<file path="src/rtl/vfv_pkg.sv">
`timescale 1ns / 1ps
// ----------------------------------------------------------------------------
// vfv_pkg
// Shared types, constants and register map for the voxel face visibility core.
// ----------------------------------------------------------------------------
package vfv_pkg;

    // Default grid dimensions
    localparam int GRID_X_DEF = 32;
    localparam int GRID_Z_DEF = 32;
    localparam int GRID_H_DEF = 32;

    // Configuration register map
    localparam int          CFG_AW        = 4;
    localparam logic [1:0]  REG_MESH_MODE = 2'd0;
    localparam logic [1:0]  REG_AIR_CODE  = 2'd1;
    localparam logic [1:0]  REG_WATER_CODE = 2'd2;

    localparam logic [2:0]  AIR_CODE_RST   = 3'd0;
    localparam logic [2:0]  WATER_CODE_RST = 3'd1;

    // Item commands
    localparam logic CMD_WRITE = 1'b0;
    localparam logic CMD_QUERY = 1'b1;

    // Read sequence: center voxel, then the six neighbors in face order
    localparam logic [2:0] STEP_CENTER = 3'd0;
    localparam logic [2:0] STEP_LEFT   = 3'd1;
    localparam logic [2:0] STEP_RIGHT  = 3'd2;
    localparam logic [2:0] STEP_BACK   = 3'd3;
    localparam logic [2:0] STEP_FRONT  = 3'd4;
    localparam logic [2:0] STEP_BOTTOM = 3'd5;
    localparam logic [2:0] STEP_TOP    = 3'd6;

    typedef struct packed {
        logic       cmd;
        logic [7:0] pos_x;
        logic [7:0] pos_z;
        logic [5:0] pos_y;
        logic [2:0] block_type;
    } vfv_in_t;

    typedef struct packed {
        logic [5:0] face_mask;
        logic [2:0] out_type;
        logic [7:0] out_x;
        logic [7:0] out_z;
        logic [5:0] out_y;
    } vfv_out_t;

    typedef struct packed {
        logic       mesh_mode;
        logic [2:0] air_code;
        logic [2:0] water_code;
    } vfv_cfg_t;

    typedef enum logic [2:0] {
        ST_IDLE,
        ST_ADDR,
        ST_WRITE,
        ST_READ,
        ST_DRAIN,
        ST_DONE
    } vfv_state_t;

    typedef struct packed {
        logic load;
        logic calc_addr;
        logic mem_write;
        logic rd_issue;
        logic out_load;
    } vfv_cmd_t;

    typedef struct packed {
        logic is_write;
        logic in_grid;
        logic last_step;
        logic out_free;
    } vfv_status_t;

endpackage

</file>
<file path="src/rtl/vfv_regs.sv">
`timescale 1ns / 1ps
// ----------------------------------------------------------------------------
// vfv_regs
// APB configuration registers: mesh mode, air code and water code.
// ----------------------------------------------------------------------------
module vfv_regs
    import vfv_pkg::*;
(
    input  logic              aclk,
    input  logic              aresetn,
    input  logic              psel,
    input  logic              penable,
    input  logic              pwrite,
    input  logic [CFG_AW-1:0] paddr,
    input  logic [31:0]       pwdata,
    output logic [31:0]       prdata,
    output logic              pready,
    output vfv_cfg_t          cfg
);

    vfv_cfg_t   cfg_reg;
    logic [1:0] reg_idx;
    logic       wr_en;

    assign pready  = 1'b1;
    assign reg_idx = paddr[3:2];
    assign wr_en   = psel & penable & pwrite & pready;
    assign cfg     = cfg_reg;

    always_ff @(posedge aclk) begin
        if (!aresetn) begin
            cfg_reg.mesh_mode  <= 1'b0;
            cfg_reg.air_code   <= AIR_CODE_RST;
            cfg_reg.water_code <= WATER_CODE_RST;
        end else if (wr_en) begin
            unique case (reg_idx)
                REG_MESH_MODE:  cfg_reg.mesh_mode  <= pwdata[0];
                REG_AIR_CODE:   cfg_reg.air_code   <= pwdata[2:0];
                REG_WATER_CODE: cfg_reg.water_code <= pwdata[2:0];
                default: ;
            endcase
        end
    end

    always_comb begin
        unique case (reg_idx)
            REG_MESH_MODE:  prdata = {31'd0, cfg_reg.mesh_mode};
            REG_AIR_CODE:   prdata = {29'd0, cfg_reg.air_code};
            REG_WATER_CODE: prdata = {29'd0, cfg_reg.water_code};
            default:        prdata = 32'd0;
        endcase
    end

endmodule

</file>
<file path="config.mk">
export PLATFORM = sky130hd
export DESIGN_NAME = vfv_regs
export DESIGN_NICKNAME = d
export VERILOG_FILES = /design/src/rtl/vfv_pkg.sv /design/src/rtl/vfv_regs.sv
export SDC_FILE = /design/constraint.sdc
export NUM_CORES = 1
export LEC_CHECK = 0
export BUFFER_PORTS_ARGS = -buffer_cell sky130_fd_sc_hd__buf_2
export CAP_MARGIN = 30
export CORE_MARGIN = 3
export CORE_UTILIZATION = 27
export CTS_BUF_LIST = sky130_fd_sc_hd__clkbuf_16
export DETAILED_ROUTE_END_ITERATION = 10
export GPL_ROUTABILITY_DRIVEN = 0
export PLACE_DENSITY = 0.85
export SLEW_MARGIN = 10
export SYNTH_ARGS = -nofsm -noshare
export SYNTH_HDL_FRONTEND = slang
export SYNTH_SLANG_ARGS = --single-unit
</file>
<file path="constraint.sdc">
create_clock -name aclk -period 0.9 [get_ports aclk]
set_input_delay 0.225 -clock aclk [delete_from_list [all_inputs] [get_ports aclk]]
set_output_delay 0.225 -clock aclk [all_outputs]
set_load 0.05 [all_outputs]
</file>
==> impl_metrics.csv <==
group,metric,value,unit
outcome,status,"finished with violations",
outcome,violations,"setup timing",
timing,finalCriticalPeriod,1.186,ns
detailed_routing,avgRoutedWirePerCell,9.930,µm
clock_network,cts_tree,"done",
floorplanning,die_area,2758,µm²
yosys,avgSynthCellArea,8.347,µm²
worst_hold_path,hold_class,"input port to register",
yosys,ys_warn_count,0,
grt,antenna_found_initial,0,
timing,final-setup-viol-count,10,
floorplanning,ios,81,
yosys,synth_top_area_cell,"buf_4",
cells_and_area,largest_reg_flops,7,
yosys,ys_ff_latch,7,
floorplanning,coreArea,2002,µm²
floorplanning,start_util,0.2919,
placement,place_ws,-0.4238,ns
cells_and_area,drive_gt1_frac,0.4851,
grt,globalRouteOverflowTotal,0,
clock_network,cts-root-buf,"clkbuf_16",
detailed_routing,drtAntennaViolNets,0,
clock_network,htreeDepth,1,
clock_network,cts_num_sinks,7,
cells_and_area,area_delta_synth_final,61.46,%
detailed_routing,vias_per_cell,3.688,
detailed_routing,route.detailed.drc,0,
floorplanning,rows,16,
detailed_routing,routed_wl,1271,µm
cells_and_area,nNetsFinal,143,
clock_network,cts_buffers,3,
grt,grt_util_met2,0.1446,
detailed_routing,dr.pass1.iters,1,
worst_setup_path,crit_type,"register to output pin",
cells_and_area,n_antenna_cell,0,
timing,fmax,843.0,MHz
yosys,synth_area_leaders,"buf_4 (39%), dfxtp_1 (24%), mux2i_1 (10%)",
floorplanning,die_height,52.52,µm
power_and_ir_drop,irDropWorstVdd,0.8646,mV
worst_setup_path,cp-end-kind,"output pin",
placement,post_dp_cell_area,709.4,µm²
placement,port_buffers,19,
floorplanning,die_w,52.52,µm
detailed_routing,vias,472,
worst_setup_path,cp.required,0.67,ns
timing,rsz0062_at_grt,"true",
worst_setup_path,cp.arrival,0.96,ns
power_and_ir_drop,p_total,1.479,mW
grt,grt_pass1_vias,449,
grt,grt_max_degree,9,
yosys,synth_cell_types,19,
grt,grt_usage,0.1078,
grt,grt_pass1_wl,2021,µm
cells_and_area,n_fill_cell,195,
power_and_ir_drop,p_per_area,1568,nW/µm²
clock_network,path_clk_slew,0.04,ns
detailed_routing,drt_iter0_markers,0,
placement,hpwl,1011,µm
power_and_ir_drop,p_leak,0.4637,nW
yosys,synth_seq_area_share,0.2398,
timing,fin_crit_sh,1.318,
timing,hold_violations,0,
cells_and_area,final_area,943.4,µm²
yosys,synthCells,70,
clock_network,cts_buffer_depth,2,
clock_network,clock_latency,0.23,ns
worst_setup_path,worst-path-max-fanout,2,
yosys,netlist.area_leader.share,0.3854,
yosys,syn-cell-area,584.3,µm²
grt,busiest_layer,"met2",
flow_run,drv_cap,0,
timing,slew_violations,0,
worst_setup_path,critPathLaunchType,"register",
timing,finalClockSkew,0,ns
clock_network,hold_buffers,0,
timing,fin_ws,-0.2862,ns
grt,use_met1,0.1265,
grt,grt_util_met3,0.06838,
==> routing by layer <==
metal | vias to the layer above | share of wire
li1 | 232 | -
met1 | 200 | 0.39
met2 | 38 | 0.45
met3 | 2 | 0.15
met4 | 0 | 0.013
met5 | - | 0
==> area by class of cell <==
cell class | count | area, µm² | share of cell area
multi-input cells | 58 | 350.3 | 0.3714
clock inverters | 1 | 3.754 | 0.003979
repair buffers | 31 | 312.8 | 0.3316
clock buffers | 3 | 75.07 | 0.07958
flip-flops and latches | 7 | 163.9 | 0.1737
well taps | 27 | 33.78 | 0.03581
inverters | 1 | 3.754 | 0.003979
==> worst paths after layout <==
check / from / endpoint / slack (ns) / depth (start not counted)
setup / recovery: cfg[4]$_SDFFE_PN0P_ / prdata[1] / -0.29 / 2
hold / removal: paddr[3] / cfg[6]$_SDFFE_PN0P_ / 0.21 / 2
setup reg to reg: cfg[0]$_SDFFE_PN1P_ / cfg[0]$_SDFFE_PN1P_ / 0.03 / 5
hold reg to reg: cfg[4]$_SDFFE_PN0P_ / cfg[4]$_SDFFE_PN0P_ / 0.59 / 3
==> report_power, final <==
group	leakage, nW	switching [mW]	internal [mW]
combinational	0.360	0.351	0.0754
clock	0.0423	0.170	0.578
sequential	0.0609	0.00371	0.301
total	0.464	0.525	0.954
==> synth_stat cells <==
library cell / number
buf_4: 30
nand2_1: 9
dfxtp_1: 7
mux2i_1: 6
a22o_1: 2
conb_1: 2
nand3_1: 2
and2_1: 1
and2_4: 1
and2b_4: 1
and3_1: 1
buf_2: 1
buf_6: 1
inv_1: 1
nor2b_2: 1
o211ai_1: 1
o21ai_0: 1
o311ai_0: 1
o41ai_1: 1
==> cells in the final DEF (no fill, tap or decap), types with 2 or more instances in the layout <==
master     Yosys  layout
a22o_4         0       2
buf_2          1       7
buf_4         30       5
buf_6          1      12
buf_8          0       7
clkbuf_16      0       3
conb_1         2      30
dfxtp_4        0       6
mux2i_1        6       5
nand2_1        9       9
nand3_1        2       2
==> worst max-delay path, stage by stage, from the launching register on <==
cell and delay (ns):
dfxtp_4 0.34, a22o_4 0.25, buf_8 0.15
==> cell families after synthesis <==
group / Yosys count / share of synthesized area
other: 2 / 0.01285
AOI/OAI and AO/OA: 6 / 0.08138
and+or+nand+nor: 16 / 0.1435
buffers and inverters: 33 / 0.4197
DFF: 7 / 0.2398
muxes: 6 / 0.1028
==> timing repair <==
item | 4_1_cts | 5_1_grt
resized for setup | 35 | 5
setup buffers | 2 | 1
pin swaps | 1 | 1
endpoints found under the setup margin | 12 | 11
==> per-stage QoR <==
stage / util / cells / hold WS [ns] / setup TNS [ns]
6_report: 0.4713 / 128 / 0.2069 / -1.870
5_1_grt: 0.4713 / 128 / 0.2110 / -2.065
4_1_cts: 0.4600 / 127 / 0.2238 / -1.944
3_5_place_dp: 0.3544 / 121 / 0.5040 / -2.604
3_3_place_gp: 0.3544 / 121 / 0.4920 / -2.124
2_1_floorplan: - / 98 / 0.3154 / -0.3485
Power figures use the tool's default switching activity.
