### src/rtl/vfv_pkg.sv
`timescale 1ns / 1ps
// ----------------------------------------------------------------------------
// vfv_pkg
// Shared types, constants and register map for the voxel face visibility core.
// ----------------------------------------------------------------------------
package vfv_pkg;

    // Default grid dimensions
    localparam int GRID_X_DEF = 32;
    localparam int GRID_Z_DEF = 32;
    localparam int GRID_H_DEF = 32;

    // Configuration register map
    localparam int          CFG_AW        = 4;
    localparam logic [1:0]  REG_MESH_MODE = 2'd0;
    localparam logic [1:0]  REG_AIR_CODE  = 2'd1;
    localparam logic [1:0]  REG_WATER_CODE = 2'd2;

    localparam logic [2:0]  AIR_CODE_RST   = 3'd0;
    localparam logic [2:0]  WATER_CODE_RST = 3'd1;

    // Item commands
    localparam logic CMD_WRITE = 1'b0;
    localparam logic CMD_QUERY = 1'b1;

    // Read sequence: center voxel, then the six neighbors in face order
    localparam logic [2:0] STEP_CENTER = 3'd0;
    localparam logic [2:0] STEP_LEFT   = 3'd1;
    localparam logic [2:0] STEP_RIGHT  = 3'd2;
    localparam logic [2:0] STEP_BACK   = 3'd3;
    localparam logic [2:0] STEP_FRONT  = 3'd4;
    localparam logic [2:0] STEP_BOTTOM = 3'd5;
    localparam logic [2:0] STEP_TOP    = 3'd6;

    typedef struct packed {
        logic       cmd;
        logic [7:0] pos_x;
        logic [7:0] pos_z;
        logic [5:0] pos_y;
        logic [2:0] block_type;
    } vfv_in_t;

    typedef struct packed {
        logic [5:0] face_mask;
        logic [2:0] out_type;
        logic [7:0] out_x;
        logic [7:0] out_z;
        logic [5:0] out_y;
    } vfv_out_t;

    typedef struct packed {
        logic       mesh_mode;
        logic [2:0] air_code;
        logic [2:0] water_code;
    } vfv_cfg_t;

    typedef enum logic [2:0] {
        ST_IDLE,
        ST_ADDR,
        ST_WRITE,
        ST_READ,
        ST_DRAIN,
        ST_DONE
    } vfv_state_t;

    typedef struct packed {
        logic load;
        logic calc_addr;
        logic mem_write;
        logic rd_issue;
        logic out_load;
    } vfv_cmd_t;

    typedef struct packed {
        logic is_write;
        logic in_grid;
        logic last_step;
        logic out_free;
    } vfv_status_t;

endpackage

### src/rtl/vfv_ctrl.sv
`timescale 1ns / 1ps
// ----------------------------------------------------------------------------
// vfv_ctrl
// Sequencer: accepts an item, then steps the datapath through the write or
// the seven voxel reads of an item inside the grid and hands each query result to the output stage.
// ----------------------------------------------------------------------------
module vfv_ctrl
    import vfv_pkg::*;
(
    input  logic        aclk,
    input  logic        aresetn,
    input  logic        s_valid,
    output logic        s_ready,
    input  vfv_status_t status,
    output vfv_cmd_t    cmd
);

    vfv_state_t state_reg;
    vfv_state_t state_next;

    always_ff @(posedge aclk) begin
        if (!aresetn) begin
            state_reg <= ST_IDLE;
        end else begin
            state_reg <= state_next;
        end
    end

    always_comb begin
        state_next = state_reg;
        unique case (state_reg)
            ST_IDLE: begin
                if (s_valid) state_next = ST_ADDR;
            end
            ST_ADDR: begin
                priority if (status.is_write && status.in_grid) state_next = ST_WRITE;
                else if (status.is_write)                       state_next = ST_IDLE;
                else if (status.in_grid)                        state_next = ST_READ;
                else                                            state_next = ST_DONE;
            end
            ST_WRITE: begin
                state_next = ST_IDLE;
            end
            ST_READ: begin
                if (status.last_step) state_next = ST_DRAIN;
            end
            ST_DRAIN: begin
                state_next = ST_DONE;
            end
            ST_DONE: begin
                if (status.out_free) state_next = ST_IDLE;
            end
            default: state_next = ST_IDLE;
        endcase
    end

    always_comb begin
        cmd     = '0;
        s_ready = 1'b0;
        unique case (state_reg)
            ST_IDLE: begin
                s_ready  = 1'b1;
                cmd.load = s_valid;
            end
            ST_ADDR:  cmd.calc_addr = 1'b1;
            ST_WRITE: cmd.mem_write = 1'b1;
            ST_READ:  cmd.rd_issue  = 1'b1;
            ST_DRAIN: ;
            ST_DONE:  cmd.out_load  = status.out_free;
            default: ;
        endcase
    end

endmodule

### config.mk
export PLATFORM = sky130hd
export DESIGN_NAME = vfv_ctrl
export DESIGN_NICKNAME = d
export VERILOG_FILES = /design/src/rtl/vfv_pkg.sv /design/src/rtl/vfv_ctrl.sv
export SDC_FILE = /design/constraint.sdc
export NUM_CORES = 1
export LEC_CHECK = 0
export BUFFER_PORTS_ARGS = -buffer_cell sky130_fd_sc_hd__buf_2
export CAP_MARGIN = 10
export CORE_AREA = 3 3 40 42
export DETAILED_ROUTE_END_ITERATION = 10
export DIE_AREA = 0 0 43 45
export PLACE_DENSITY = 0.48
export SLEW_MARGIN = 20
export SYNTH_ARGS = -nofsm -noshare
export SYNTH_HDL_FRONTEND = slang
export SYNTH_SLANG_ARGS = --single-unit
### constraint.sdc
create_clock -name aclk -period 3.1 [get_ports aclk]
set_clock_uncertainty 0.15 [all_clocks]
set_input_delay 0.31 -clock aclk [delete_from_list [all_inputs] [get_ports aclk]]
set_output_delay 0.31 -clock aclk [all_outputs]
set_load 0.02 [all_outputs]
==> results.txt <==
- In this run the count of I/O pins placed on the die edge is 13.
* Slack of the worst reg-to-reg path: approximately 1.7 ns
- Adding up every negative setup slack in the final design gives 0 ns.
- After floorplanning, the core was sized to cover 0.00128 mm^2.
- Final ANT Viol Nets: 0
- Combined global-route utilization of all metal layers: 8.82%
- The clock passes through at most 2 buffers.
- Clock tree from TritonCTS: built
* Site Rows: 13
- Along the worst path, the maximum fanout reaches 10.
- Worst min-delay path class: primary input to flip-flop
- Clock buffers created by TritonCTS: 3
* Cell at the slowest stage of the critical path: sky130_fd_sc_hd__dfxtp_1
- After legalization and detailed placement, the total HPWL measured ~440 um.
- Endpoint of the worst-slack reg-to-reg timing path: state_reg[0]
- Pin count of the biggest net entering global routing: 15
* Util after Layout: 28.5%
* Antenna violations before repair: 0
- Number of warnings reported in the yosys synthesis log: 0
- Router iterations before antenna repair: 2
- Setup repair after global routing missed its margin: no
- Remaining max-slew budget at the tightest pin: 73.7%
- # H-tree levels: 1
- The startpoint identified for the worst register-to-register timing path is state_reg[1].
- Final critical-path share of the clock period: 58.1%
- From synthesis to final layout, the design area changed by 24.2%.
* Synthesized netlist cell count: 30
* Fmax: 555 MHz
- Kind of start point of the critical path: flip-flop
- STA puts the critical path data required time at 2.64 ns.
* Flip-flop and latch count after synthesis: 3
* Outcome: completed
* Setup violations, final: 0
- The final count of pins violating max slew is 0.
- Number of global-route vias before repair: 289
- PD cells: 510 mW/mm^2
* Max reg flops: 3
- By startpoint and endpoint, the worst setup path is classified as flip-flop to output pin.
- Height of the die: 45 um
* Peak per-stage delay on the critical path: 0.51 ns
- Once the floorplan was initialized, standard cells occupied roughly 23% of the core.
* Ordered list of cells on the worst path: and2b_1, and2b_2, buf_2
- At the end of the flow, the number of nets in the layout was 51.
- A synthesized cell averages 9.84 um^2.
- Distinct cell type count of the synthesized netlist: 23
- After filler insertion, the fill cell instance count of the layout stands at about 140.
- Subtracting the final worst setup slack from the clock period gives roughly 1.8 ns.
- The total count of hold-check failures in the final report came to 0.
* Worst R2R Path Depth: 2
- When the netlist entered floorplanning its net count stood at 37.
* Leakage power: about 0.17 nW
- Buffers inserted to repair hold after CTS numbered 0.
- The clock reaches the later pin of the worst-skew pair after 0.23 ns.
* Via-to-Cell Ratio: 4.53
* Total area of multi-input combinational cells: around 200 um^2
- Routed length per placed instance: about 11 um
* Die Width: 43 um
* CP endpoint kind: output pin
- The worst hold path begins at aresetn.
- Maximum capacitance violations: 0
- Combined area of all synthesized cells: 295 um^2
- The floorplan step defined a die boundary enclosing 0.00194 mm^2.
- The root buffer cell chosen for the clock tree is sky130_fd_sc_hd__clkbuf_4.
- Inserted Diodes: 0
- VDD sags by at most 268 uV.
- Cells with a size suffix above 1 make up 53.5% of the layout.
* Register area: 60.1 um^2
- Buffers added on ports: 12
- CTS saw 3 sinks.
* Aggregate global routing overflow: 0
- Clock slew seen by the registers of the worst setup and hold paths: around 0.040 ns
* First-iteration detailed-routing DRC count: 1
* Total detailed-routing wirelength: 629 um
- Hold endpoint: state_reg[0]
* Portion of the post-synthesis area used by sequential elements: 20.3%
- Total setup buffers inserted after CTS: 0
* Arr. time, crit path: 1.34 ns
* Slew of the pin with the lowest slew margin: 0.393 ns
- At the end of routability-driven placement, the weighted congestion stood at 0.656.
- Vias after detailed routing: 263
- First-pass GRT wire length: 1.25 mm
* CTS-repair resized insts: 0
* DRC violation count after routing: 0
* Hold Path Cell Cnt: 2
-- metrics by stage --
stage / total power [mW] / cell area [um^2] / worst slack (ns) / hold slack, ns / instances
2_1_floorplan: 0.109 / 295 / 1.55 / 0.287 / 30
5_1_grt: 0.204 / 367 / 1.21 / 0.188 / 58
3_3_place_gp: 0.119 / 340 / 1.54 / 0.422 / 54
3_5_place_dp: 0.119 / 340 / 1.53 / 0.425 / 54
4_1_cts: 0.192 / 367 / 1.27 / 0.177 / 58
6_report: 0.187 / 367 / 1.30 / 0.188 / 58
-- report_power, final --
group / leakage, nW / internal (mW) / switching (mW)
combinational: 0.135 / 0.0294 / 0.0308
clock: 0.0150 / 0.0483 / 0.0210
sequential: 0.0247 / 0.0438 / 0.0139
-- critical path, delay by kind of cell (launching register included) --
| kind | cells | cell delay [ns] |
|---|---|---|
| flip-flops | 1 | 0.51 |
| AND/OR/NAND/NOR | 2 | 0.45 |
| buffers and inverters | 1 | 0.15 |
-- worst max-delay path by stage --
stage,slack [ns],end,startpoint,cells past startpoint
after floorplan,1.55,cmd[4],state_reg[2],3
after global placement,1.54,cmd[3],state_reg[2],3
after detailed placement,1.53,cmd[3],state_reg[2],3
after CTS,1.27,cmd[3],state_reg[2],3
after global routing,1.21,cmd[3],state_reg[2],3
final,1.30,cmd[3],state_reg[2],3
-- cells in the final DEF, fill, tap and decap left out, types with 2 or more instances in the layout --
cell type                  instances
sky130_fd_sc_hd__and4bb_1          2
sky130_fd_sc_hd__dfxtp_1           3
sky130_fd_sc_hd__nor2_1            3
sky130_fd_sc_hd__buf_2            12
sky130_fd_sc_hd__clkbuf_4          3
-- cell usage after synthesis --
library cell               instances  area (um^2)
sky130_fd_sc_hd__nand3b_1          1         7.51
sky130_fd_sc_hd__a22oi_2           1         12.5
sky130_fd_sc_hd__nor3_2            1         10.0
sky130_fd_sc_hd__and2_1            1         6.26
sky130_fd_sc_hd__and4bb_1          2         25.0
sky130_fd_sc_hd__o21bai_2          1         11.3
sky130_fd_sc_hd__dfxtp_1           3         60.1
sky130_fd_sc_hd__o21a_1            1         7.51
sky130_fd_sc_hd__and4b_2           1         11.3
sky130_fd_sc_hd__nor3b_1           1         7.51
sky130_fd_sc_hd__o2111a_1          1         11.3
sky130_fd_sc_hd__inv_1             1         3.75
sky130_fd_sc_hd__and3b_2           1         10.0
sky130_fd_sc_hd__nand2b_1          1         6.26
sky130_fd_sc_hd__or3_1             1         6.26
sky130_fd_sc_hd__and2b_2           1         8.76
sky130_fd_sc_hd__and2b_1           1         7.51
sky130_fd_sc_hd__buf_6             3         33.8
sky130_fd_sc_hd__nor2_1            3         11.3
sky130_fd_sc_hd__a311oi_2          1         15.0
sky130_fd_sc_hd__nand2_1           1         3.75
sky130_fd_sc_hd__o311a_1           1         10.0
sky130_fd_sc_hd__a21oi_2           1         8.76
-- cell type report --
cell class,count,share of cell area [%]
sequential,3,16.4
clock buffer,4,7.17
timing repair buffer,12,16.4
tap,15,5.12
multi-input combinational,23,53.9
inverter,1,1.02
-- routing by layer --
metal / GRT usage (%) / wire length [um] / share of wire (%) / up-vias
met5: 0 / 0 / 0 / -
met4: 3.61 / 0 / 0 / 0
met3: 4.78 / 35 / 5.6 / 0
met2: 13.5 / 272 / 43 / 8
met1: 10.3 / 321 / 51 / 118
li1: - / - / - / 137
-- cells by family (layout without fill, tap and decap cells) --
group                  after synthesis  count (layout)  synth area share, %
and+or+nand+nor                     16              16                 41.1
AOI/OAI and AO/OA                    7               7                 25.8
buffers and inverters                4              17                 12.7
DFF                                  3               3                 20.3
No activity file was read; power rests on OpenSTA's default activity.
